===== config.mk =====
export PLATFORM = sky130hd
export DESIGN_NAME = round_robin_process_ring_core
export DESIGN_NICKNAME = d
export VERILOG_FILES = /design/src/hw/rtl/rrpr_pkg.sv /design/src/hw/rtl/rrpr_cell.sv /design/src/hw/rtl/round_robin_process_ring_core.sv
export SDC_FILE = /design/constraint.sdc
export NUM_CORES = 1
export LEC_CHECK = 0
export ABC_AREA = 1
export BUFFER_PORTS_ARGS = -buffer_cell sky130_fd_sc_hd__buf_2
export CORE_MARGIN = 3
export CORE_UTILIZATION = 35
export DETAILED_ROUTE_END_ITERATION = 16
export HOLD_SLACK_MARGIN = 0.15
export PLACE_DENSITY_LB_ADDON = 0.15
export SLEW_MARGIN = 10
export SYNTH_ARGS = -nofsm -noshare
export SYNTH_HDL_FRONTEND = slang
export SYNTH_SLANG_ARGS = --single-unit

===== constraint.sdc =====
create_clock -name clk_i -period 5.3 [get_ports clk_i]
set_input_delay 0.265 -clock clk_i [delete_from_list [all_inputs] [get_ports clk_i]]
set_output_delay 0.265 -clock clk_i [all_outputs]
set_load 0.03 [all_outputs]

===== src/hw/rtl/rrpr_pkg.sv =====
package rrpr_pkg;

  localparam int unsigned MaxTasks = 16;
  localparam int unsigned IdBits   = 16;
  localparam int unsigned CntW     = $clog2(MaxTasks + 1);
  localparam int unsigned IdxW     = $clog2(MaxTasks);

  typedef enum logic [1:0] {
    OpCreate   = 2'd0,
    OpSchedule = 2'd1,
    OpLookup   = 2'd2,
    OpRetire   = 2'd3
  } op_e;

  typedef enum logic [1:0] {
    StOk       = 2'd0,
    StEmpty    = 2'd1,
    StFull     = 2'd2,
    StNotFound = 2'd3
  } status_e;

  typedef struct packed {
    op_e               opcode;
    logic [IdBits-1:0] task_id;
    logic              finished;
  } in_req_t;

  typedef struct packed {
    logic [IdBits-1:0] result_id;
    status_e           status;
    logic              removed;
    logic [CntW-1:0]   task_count;
    logic              nonempty;
  } out_rsp_t;

  // broadcast to every cell of the ring
  typedef struct packed {
    logic              scan;
    logic              write;
    logic              shift;
    logic [CntW-1:0]   count;
    logic [IdxW-1:0]   pos;
    logic [IdBits-1:0] key;
    logic [IdBits-1:0] new_id;
  } cell_bus_t;

endpackage


===== src/hw/rtl/rrpr_cell.sv =====
module rrpr_cell #(
  parameter int unsigned CellIdx = 0
) (
  input  logic                      clk_i,
  input  rrpr_pkg::cell_bus_t       bus_i,
  input  logic [rrpr_pkg::IdBits-1:0] nb_id_i,
  output logic [rrpr_pkg::IdBits-1:0] id_o,
  output logic                      hit_o
);
  import rrpr_pkg::*;

  localparam logic [CntW-1:0] MyCnt = CntW'(CellIdx);
  localparam logic [IdxW-1:0] MyIdx = IdxW'(CellIdx);

  logic [IdBits-1:0] id_q, id_d;
  logic              hit_q, hit_d;
  logic              occupied;

  assign occupied = (MyCnt < bus_i.count);

  always_comb begin
    id_d  = id_q;
    hit_d = hit_q;
    if (bus_i.scan) begin
      hit_d = occupied && (id_q == bus_i.key);
    end
    if (bus_i.write && (MyCnt == bus_i.count)) begin
      id_d = bus_i.new_id;
    end else if (bus_i.shift && (MyIdx >= bus_i.pos)) begin
      id_d = nb_id_i;
    end
  end

  always_ff @(posedge clk_i) begin
    id_q  <= id_d;
    hit_q <= hit_d;
  end

  assign id_o  = id_q;
  assign hit_o = hit_q;

endmodule


===== src/hw/rtl/round_robin_process_ring_core.sv =====
// Round-robin task ring.
// Input channel in_valid_i/in_ready_o carries one request (in_req_t): create,
// schedule, lookup or retire. Output channel out_valid_o/out_ready_i returns
// exactly one response (out_rsp_t) per request, in order.
// Ids live in a row of cells, one id per cell in insertion order; a retire
// shifts the cells above the removed entry down by one, all together.
// Timing: a request is taken in the idle cycle, all cells compare the key in
// the next cycle, and the decide state then applies the update and loads the
// output register. A new request is taken only after the previous one has
// passed through the scan and decide states of the sequencer.
// in_ready_o is high only while no request is in flight. A waiting response
// does not block the next accept; if the receiver still holds the previous
// response when the next one is ready, the update waits until it is taken.
// Reset clears the count and the current pointer and sets the id counter to 1;
// the cell contents are left as they are and are never read before written.
module round_robin_process_ring_core (
  input  logic               clk_i,
  input  logic               rst_ni,
  input  logic               in_valid_i,
  output logic               in_ready_o,
  input  rrpr_pkg::in_req_t  in_req_i,
  output logic               out_valid_o,
  input  logic               out_ready_i,
  output rrpr_pkg::out_rsp_t out_rsp_o
);
  import rrpr_pkg::*;

  typedef enum logic [2:0] {
    StIdle   = 3'b001,
    StScan   = 3'b010,
    StDecide = 3'b100
  } state_e;

  state_e            state_q, state_d;
  in_req_t           req_q;
  logic [CntW-1:0]   count_q, count_d;
  logic [IdxW-1:0]   cur_q, cur_d;
  logic [IdBits-1:0] idc_q, idc_d;
  logic              out_valid_q, out_valid_d;
  out_rsp_t          out_rsp_q, out_rsp_d;

  cell_bus_t               bus;
  logic [IdBits-1:0]       ids [MaxTasks];
  logic [MaxTasks-1:0]     hits, first;
  logic [IdxW-1:0]         pos;
  logic                    found, fire, accept;
  logic [CntW-1:0]         cnt_m1, cur_ext, nxt_cur;
  logic [IdxW-1:0]         cur_adj;
  logic [IdBits-1:0]       idc_inc;

  for (genvar g = 0; g < MaxTasks; g++) begin : g_cell
    logic [IdBits-1:0] nb;
    if (g == MaxTasks - 1) begin : g_last
      assign nb = ids[g];
    end else begin : g_mid
      assign nb = ids[g+1];
    end
    rrpr_cell #(.CellIdx(g)) u_cell (
      .clk_i  (clk_i),
      .bus_i  (bus),
      .nb_id_i(nb),
      .id_o   (ids[g]),
      .hit_o  (hits[g])
    );
  end

  assign first = hits & (~hits + {{(MaxTasks-1){1'b0}}, 1'b1});
  assign found = |hits;

  always_comb begin
    pos = '0;
    for (int i = 0; i < MaxTasks; i++) begin
      if (first[i]) begin
        pos = pos | IdxW'(i);
      end
    end
  end

  assign accept = in_valid_i && in_ready_o;
  assign fire   = (state_q == StDecide) && (!out_valid_q || out_ready_i);
  assign cnt_m1  = count_q - CntW'(1);
  assign cur_ext = CntW'(cur_q);
  assign nxt_cur = cur_ext + CntW'(1);
  assign cur_adj = (cur_q > pos) ? (cur_q - IdxW'(1)) : cur_q;
  assign idc_inc = idc_q + IdBits'(1);

  always_comb begin
    state_d     = state_q;
    count_d     = count_q;
    cur_d       = cur_q;
    idc_d       = idc_q;
    out_rsp_d   = out_rsp_q;
    out_valid_d = out_ready_i ? 1'b0 : out_valid_q;

    bus.scan   = (state_q == StScan);
    bus.write  = 1'b0;
    bus.shift  = 1'b0;
    bus.count  = count_q;
    bus.pos    = pos;
    bus.key    = req_q.task_id;
    bus.new_id = idc_q;

    unique case (state_q)
      StIdle: begin
        if (accept) begin
          state_d = StScan;
        end
      end
      StScan: begin
        state_d = StDecide;
      end
      StDecide: begin
        if (fire) begin
          state_d              = StIdle;
          out_valid_d          = 1'b1;
          out_rsp_d.result_id  = req_q.task_id;
          out_rsp_d.status     = StOk;
          out_rsp_d.removed    = 1'b0;
          unique case (req_q.opcode)
            OpCreate: begin
              if (count_q == CntW'(MaxTasks)) begin
                out_rsp_d.status    = StFull;
                out_rsp_d.result_id = '0;
              end else begin
                bus.write           = 1'b1;
                out_rsp_d.result_id = idc_q;
                count_d             = count_q + CntW'(1);
                idc_d               = (idc_inc == '0) ? IdBits'(1) : idc_inc;
              end
            end
            OpSchedule: begin
              if (count_q == '0) begin
                out_rsp_d.status    = StEmpty;
                out_rsp_d.result_id = '0;
              end else begin
                out_rsp_d.result_id = ids[cur_q];
                cur_d = (nxt_cur >= count_q) ? '0 : nxt_cur[IdxW-1:0];
              end
            end
            OpLookup: begin
              if (!found) begin
                out_rsp_d.status = StNotFound;
              end
            end
            OpRetire: begin
              if (!found) begin
                out_rsp_d.status = StNotFound;
              end else if (req_q.finished) begin
                bus.shift         = 1'b1;
                out_rsp_d.removed = 1'b1;
                count_d           = cnt_m1;
                if (cnt_m1 == '0 || CntW'(cur_adj) >= cnt_m1) begin
                  cur_d = '0;
                end else begin
                  cur_d = cur_adj;
                end
              end
            end
            default: ;
          endcase
          out_rsp_d.task_count = count_d;
          out_rsp_d.nonempty   = (count_d != '0);
        end
      end
      default: state_d = StIdle;
    endcase
  end

  always_ff @(posedge clk_i or negedge rst_ni) begin
    if (!rst_ni) begin
      state_q     <= StIdle;
      count_q     <= '0;
      cur_q       <= '0;
      idc_q       <= IdBits'(1);
      out_valid_q <= 1'b0;
    end else begin
      state_q     <= state_d;
      count_q     <= count_d;
      cur_q       <= cur_d;
      idc_q       <= idc_d;
      out_valid_q <= out_valid_d;
    end
  end

  always_ff @(posedge clk_i) begin
    if (accept) begin
      req_q <= in_req_i;
    end
    out_rsp_q <= out_rsp_d;
  end

  assign in_ready_o  = (state_q == StIdle);
  assign out_valid_o = out_valid_q;
  assign out_rsp_o   = out_rsp_q;

endmodule


==> metrics.md <==
| Metric | Value |
|---|---|
| Status | `finished clean` |
| Die Ht | `250 µm` |
| Cell with the most instances after synthesis | `nand2_1` |
| Most used DFF post-synth | `edfxtp_1` |
| Crit-path slowest cell | `nand2_1` |
| DR vias | `19900` |
| Clock share of power | `0.271` |
| Vias in the first global route | `about 18000` |
| Layout cells sized above 1 | `0.120` |
| Syn Nets | `2413` |
| Leak | `between 9 and 10 nW` |
| Antenna violations before repair | `10` |
| Initial DRT Pass Iterations | `6` |
| Residual DRC | `0` |
| RSZ-0062 raised after global routing | `no` |
| Startpoint types | `flip-flop` |
| Pwr per Cell Area | `between 400 and 500 nW/µm²` |
| Reg-to-Reg End | `g_cell[4].u_cell.id_o[8]` |
| Routed length per instance | `32.5 µm` |
| CP max stage delay | `0.83 ns` |
| Largest delay share family, worst path | `simple AND/OR/NAND/NOR gates` |
| Net Sw Frac | `0.459` |
| Initial Utilization | `0.358` |
| RR Startpoint | `count_q[0]` |
| Global-route wire length before repair | `between 100000 and 150000 µm` |
| Peak Freq | `around 220 MHz` |
| Mapped cell area | `20900 µm²` |
| Type of the worst min-delay path | `input port to async pin` |
| Clock sinks | `roughly 350` |
| Final worst-path cycle share | `0.859` |
| Setup-failing EPs final | `0` |
| Sequential area share after synthesis | `0.490` |
| Clk_lat worst skew | `0.58 ns` |
| Area after DPL | `21900 µm²` |
| CP Cell Sequence | `inv_2 > ha_1 > inv_1 > nor3_4 > nor2_4 > inv_6 > nor2_8 > nand4_2 > nand2_1` |
| Worst path bufs/invs | `3` |
| Min Tclk post-route | `between 4 and 5 ns` |
| Int Pwr | `0.00617 W` |
| Total track usage | `0.321` |
| Worst setup EP type | `flip-flop` |
| Clock slew at reported path FFs | `0.06 ns` |
| Worst path required time | `approximately 5.5 ns` |
| Crit path arrival time | `4.76 ns` |
| CTS root buf | `clkbuf_16` |
| Top post-synthesis cells by count | `nand2_1 (464), o21ai_0 (379), edfxtp_1 (316)` |
| Final setup TNS | `0 ns` |
| Reg2reg setup slack | `0.75 ns` |
| Largest net degree at the start of global routing | `between 100 and 150` |
| EDFF count, synth | `roughly 320` |
| Switching component of the power | `between 0.005 and 0.006 W` |
| Crit path max fanout | `38` |
| Sequential Power Share | `0.304` |
| Crit path kind | `flip-flop to flip-flop` |
| Synth area leader | `edfxtp_1` |
| Fin. Hold Viols | `0` |
| Buffers on Ports | `just under 50` |
| First DRT Iteration DRCs | `3067` |
| Yosys cell types | `62` |
| CTS tree | `done` |
| # fillers | `5878` |
| Syn. warnings | `0` |
| Synth Area per Inst | `slightly below 9 µm²` |
| Final #Nets | `about 2400` |
| Cts bufs inserted | `42` |
| Postcts setup bufs | `0` |
| Final Cell Area | `approximately 24000 µm²` |
| Max cap viols | `0` |
| Post-synth top area share | `0.455` |
| Peak VDD IR | `roughly 700 µV` |
| Drt total wl | `a little over 100000 µm` |
| Area Growth Syn to Fin | `13.0%` |
| Rel. slew slack | `0.116` |
| Worst R2R Path Depth | `9` |
| Gate count after technology mapping | `about 2400` |
| GR Overflow Total | `0` |
| Max-slew violations | `0` |
| Detailed placement HPWL | `between 70000 and 80000 µm` |
| Top cells by area, synth | `edfxtp_1 (45%), o21ai_0 (9.1%), nand2_1 (8.3%), dfrtp_1 (3.2%), xor2_1 (3.2%)` |
| Standard-cell row count | `88` |
| GPL Wtd Cong | `1.03` |
| Synth async-reset ratio | `0.0841` |
| Post-route ant nets | `0` |
| Core area | `58400 µm²` |
| CTS max path bufs | `3` |
| Worst Tran Pin Value | `approximately 1.3 ns` |
| Die W | `~250 µm` |
| CTS resizes | `0` |
| Die area | `62600 µm²` |
| Clk_skew | `approximately 0.015 ns` |
| Top Ports | `50` |
| H-tree depth | `2` |
| Power share of the combinational group | `0.425` |
| Synth Register Bits | `345` |
| Vias/cell | `approximately 6.2` |
## kinds of logic (layout without fill, tap and decap cells)
group                    after synthesis  after routing  synth area share
AO/OA/AOI/OAI                        746            746             0.207
XOR/XNOR                             122            122            0.0512
adder cells (fa/ha/maj)               25             25            0.0150
buffers and inverters                357            414            0.0715
flip-flops                           345            345             0.490
multiplexers                           1              1          0.000480
other                                  0              3                 0
AND/OR/NAND/NOR                      769            769             0.165
## metrics by stage
stage               total power [W]  hold WS, ns  instances  setup slack (ns)   util
finish                       0.0114        0.320       3190             0.750  0.404
global route                 0.0117        0.390       3187             0.500  0.404
CTS                          0.0112        0.332       3187             0.850  0.404
detailed placement          0.00811        0.399       3087             0.867  0.375
global placement            0.00815        0.394       3087             0.973  0.375
floorplan                   0.00592      -0.0306       2365              1.64      -
## registers in the layout, summed over array words and instances, names as in the netlist
register and count:
state_q 3, bus 16, count_q 5, idc_q 16, cur_q 4, out_rsp_o 25, req_q 3, out_valid_o 1
g_cell.u_cell.hit_o 16, g_cell.u_cell.id_o 256
## worst max path at each step
| stage | to | slack (ns) | startpoint | cells after the start |
|---|---|---|---|---|
| final | g_cell[4].u_cell.id_o[8] | 0.75 | count_q[0] | 9 |
| after global routing | g_cell[4].u_cell.id_o[1] | 0.50 | count_q[0] | 9 |
| after CTS | g_cell[4].u_cell.id_o[7] | 0.85 | count_q[0] | 9 |
| after detailed placement | g_cell[4].u_cell.id_o[8] | 0.87 | count_q[0] | 9 |
| after global placement | g_cell[4].u_cell.id_o[4] | 0.97 | count_q[0] | 9 |
| after floorplan | g_cell[15].u_cell.id_o[0] | 1.64 | count_q[1] | 10 |
## per-layer routing
| metal | wire length, µm | up-vias | part of all wire | track usage |
|---|---|---|---|---|
| met5 | 55 | - | 0.00053 | 0 |
| met4 | 6170 | 8 | 0.059 | 0.165 |
| met3 | 11400 | 317 | 0.11 | 0.0689 |
| met2 | 44700 | 1466 | 0.43 | 0.483 |
| met1 | 41500 | 9659 | 0.40 | 0.435 |
| li1 | - | 8442 | - | - |
## final cells by class
class	count	area [µm²]	area share
well taps	765	957	0.0406
clock buffers	62	1230	0.0522
repair buffers	144	1030	0.0435
inverters	192	731	0.0310
multi-input cells	1663	9190	0.390
clock inverters	16	210	0.00892
flip-flops and latches	345	10200	0.434
diodes	3	7.51	0.000318
## power groups by stage
stage / Combinational (W) / Sequential, W / Clock, W
3_5_place_dp: 0.00460 / 0.00351 / 0
6_report: 0.00484 / 0.00347 / 0.00309
5_1_grt: 0.00497 / 0.00348 / 0.00322
3_3_place_gp: 0.00464 / 0.00351 / 0
2_1_floorplan: 0.00255 / 0.00337 / 0
4_1_cts: 0.00463 / 0.00346 / 0.00311
## timing repair
action / 4_1_cts / 5_1_grt
hold endpoints to repair: 50 / 0
setup endpoints to repair: 0 / 0
hold buffers: 22 / 0
## worst reg2reg max path, stage by stage, from the launching register on
cell     delay [ns]
dfrtp_1        0.67
inv_2          0.33
ha_1           0.46
inv_1          0.20
nor3_4         0.08
nor2_4         0.15
inv_6          0.10
nor2_8         0.57
nand4_2        0.78
nand2_1        0.84
## placed cells by master (no fill, tap or decap), types with 9 or more instances in the layout
master / Yosys / layout
nand3_1: 81 / 81
dfrtp_1: 27 / 25
nand4_1: 13 / 13
dlygate4sd3_1: 0 / 22
buf_2: 44 / 49
xor2_1: 76 / 76
clkinv_1: 12 / 13
nor3_1: 16 / 16
o311ai_0: 13 / 13
or2_2: 14 / 14
nor2_1: 94 / 94
o21ai_2: 13 / 13
clkbuf_16: 0 / 45
buf_4: 3 / 72
o221ai_1: 19 / 19
ha_1: 25 / 25
nand2_2: 24 / 24
nand2_1: 464 / 464
xnor2_1: 46 / 46
a21oi_1: 107 / 107
a221oi_1: 48 / 48
a31oi_1: 9 / 9
nor4_1: 27 / 24
o22ai_1: 68 / 68
o211ai_1: 12 / 12
clkbuf_1: 90 / 13
o21ai_1: 45 / 45
inv_1: 171 / 170
edfxtp_1: 316 / 316
o21ai_0: 379 / 379
Power figures use the tool's default switching activity.
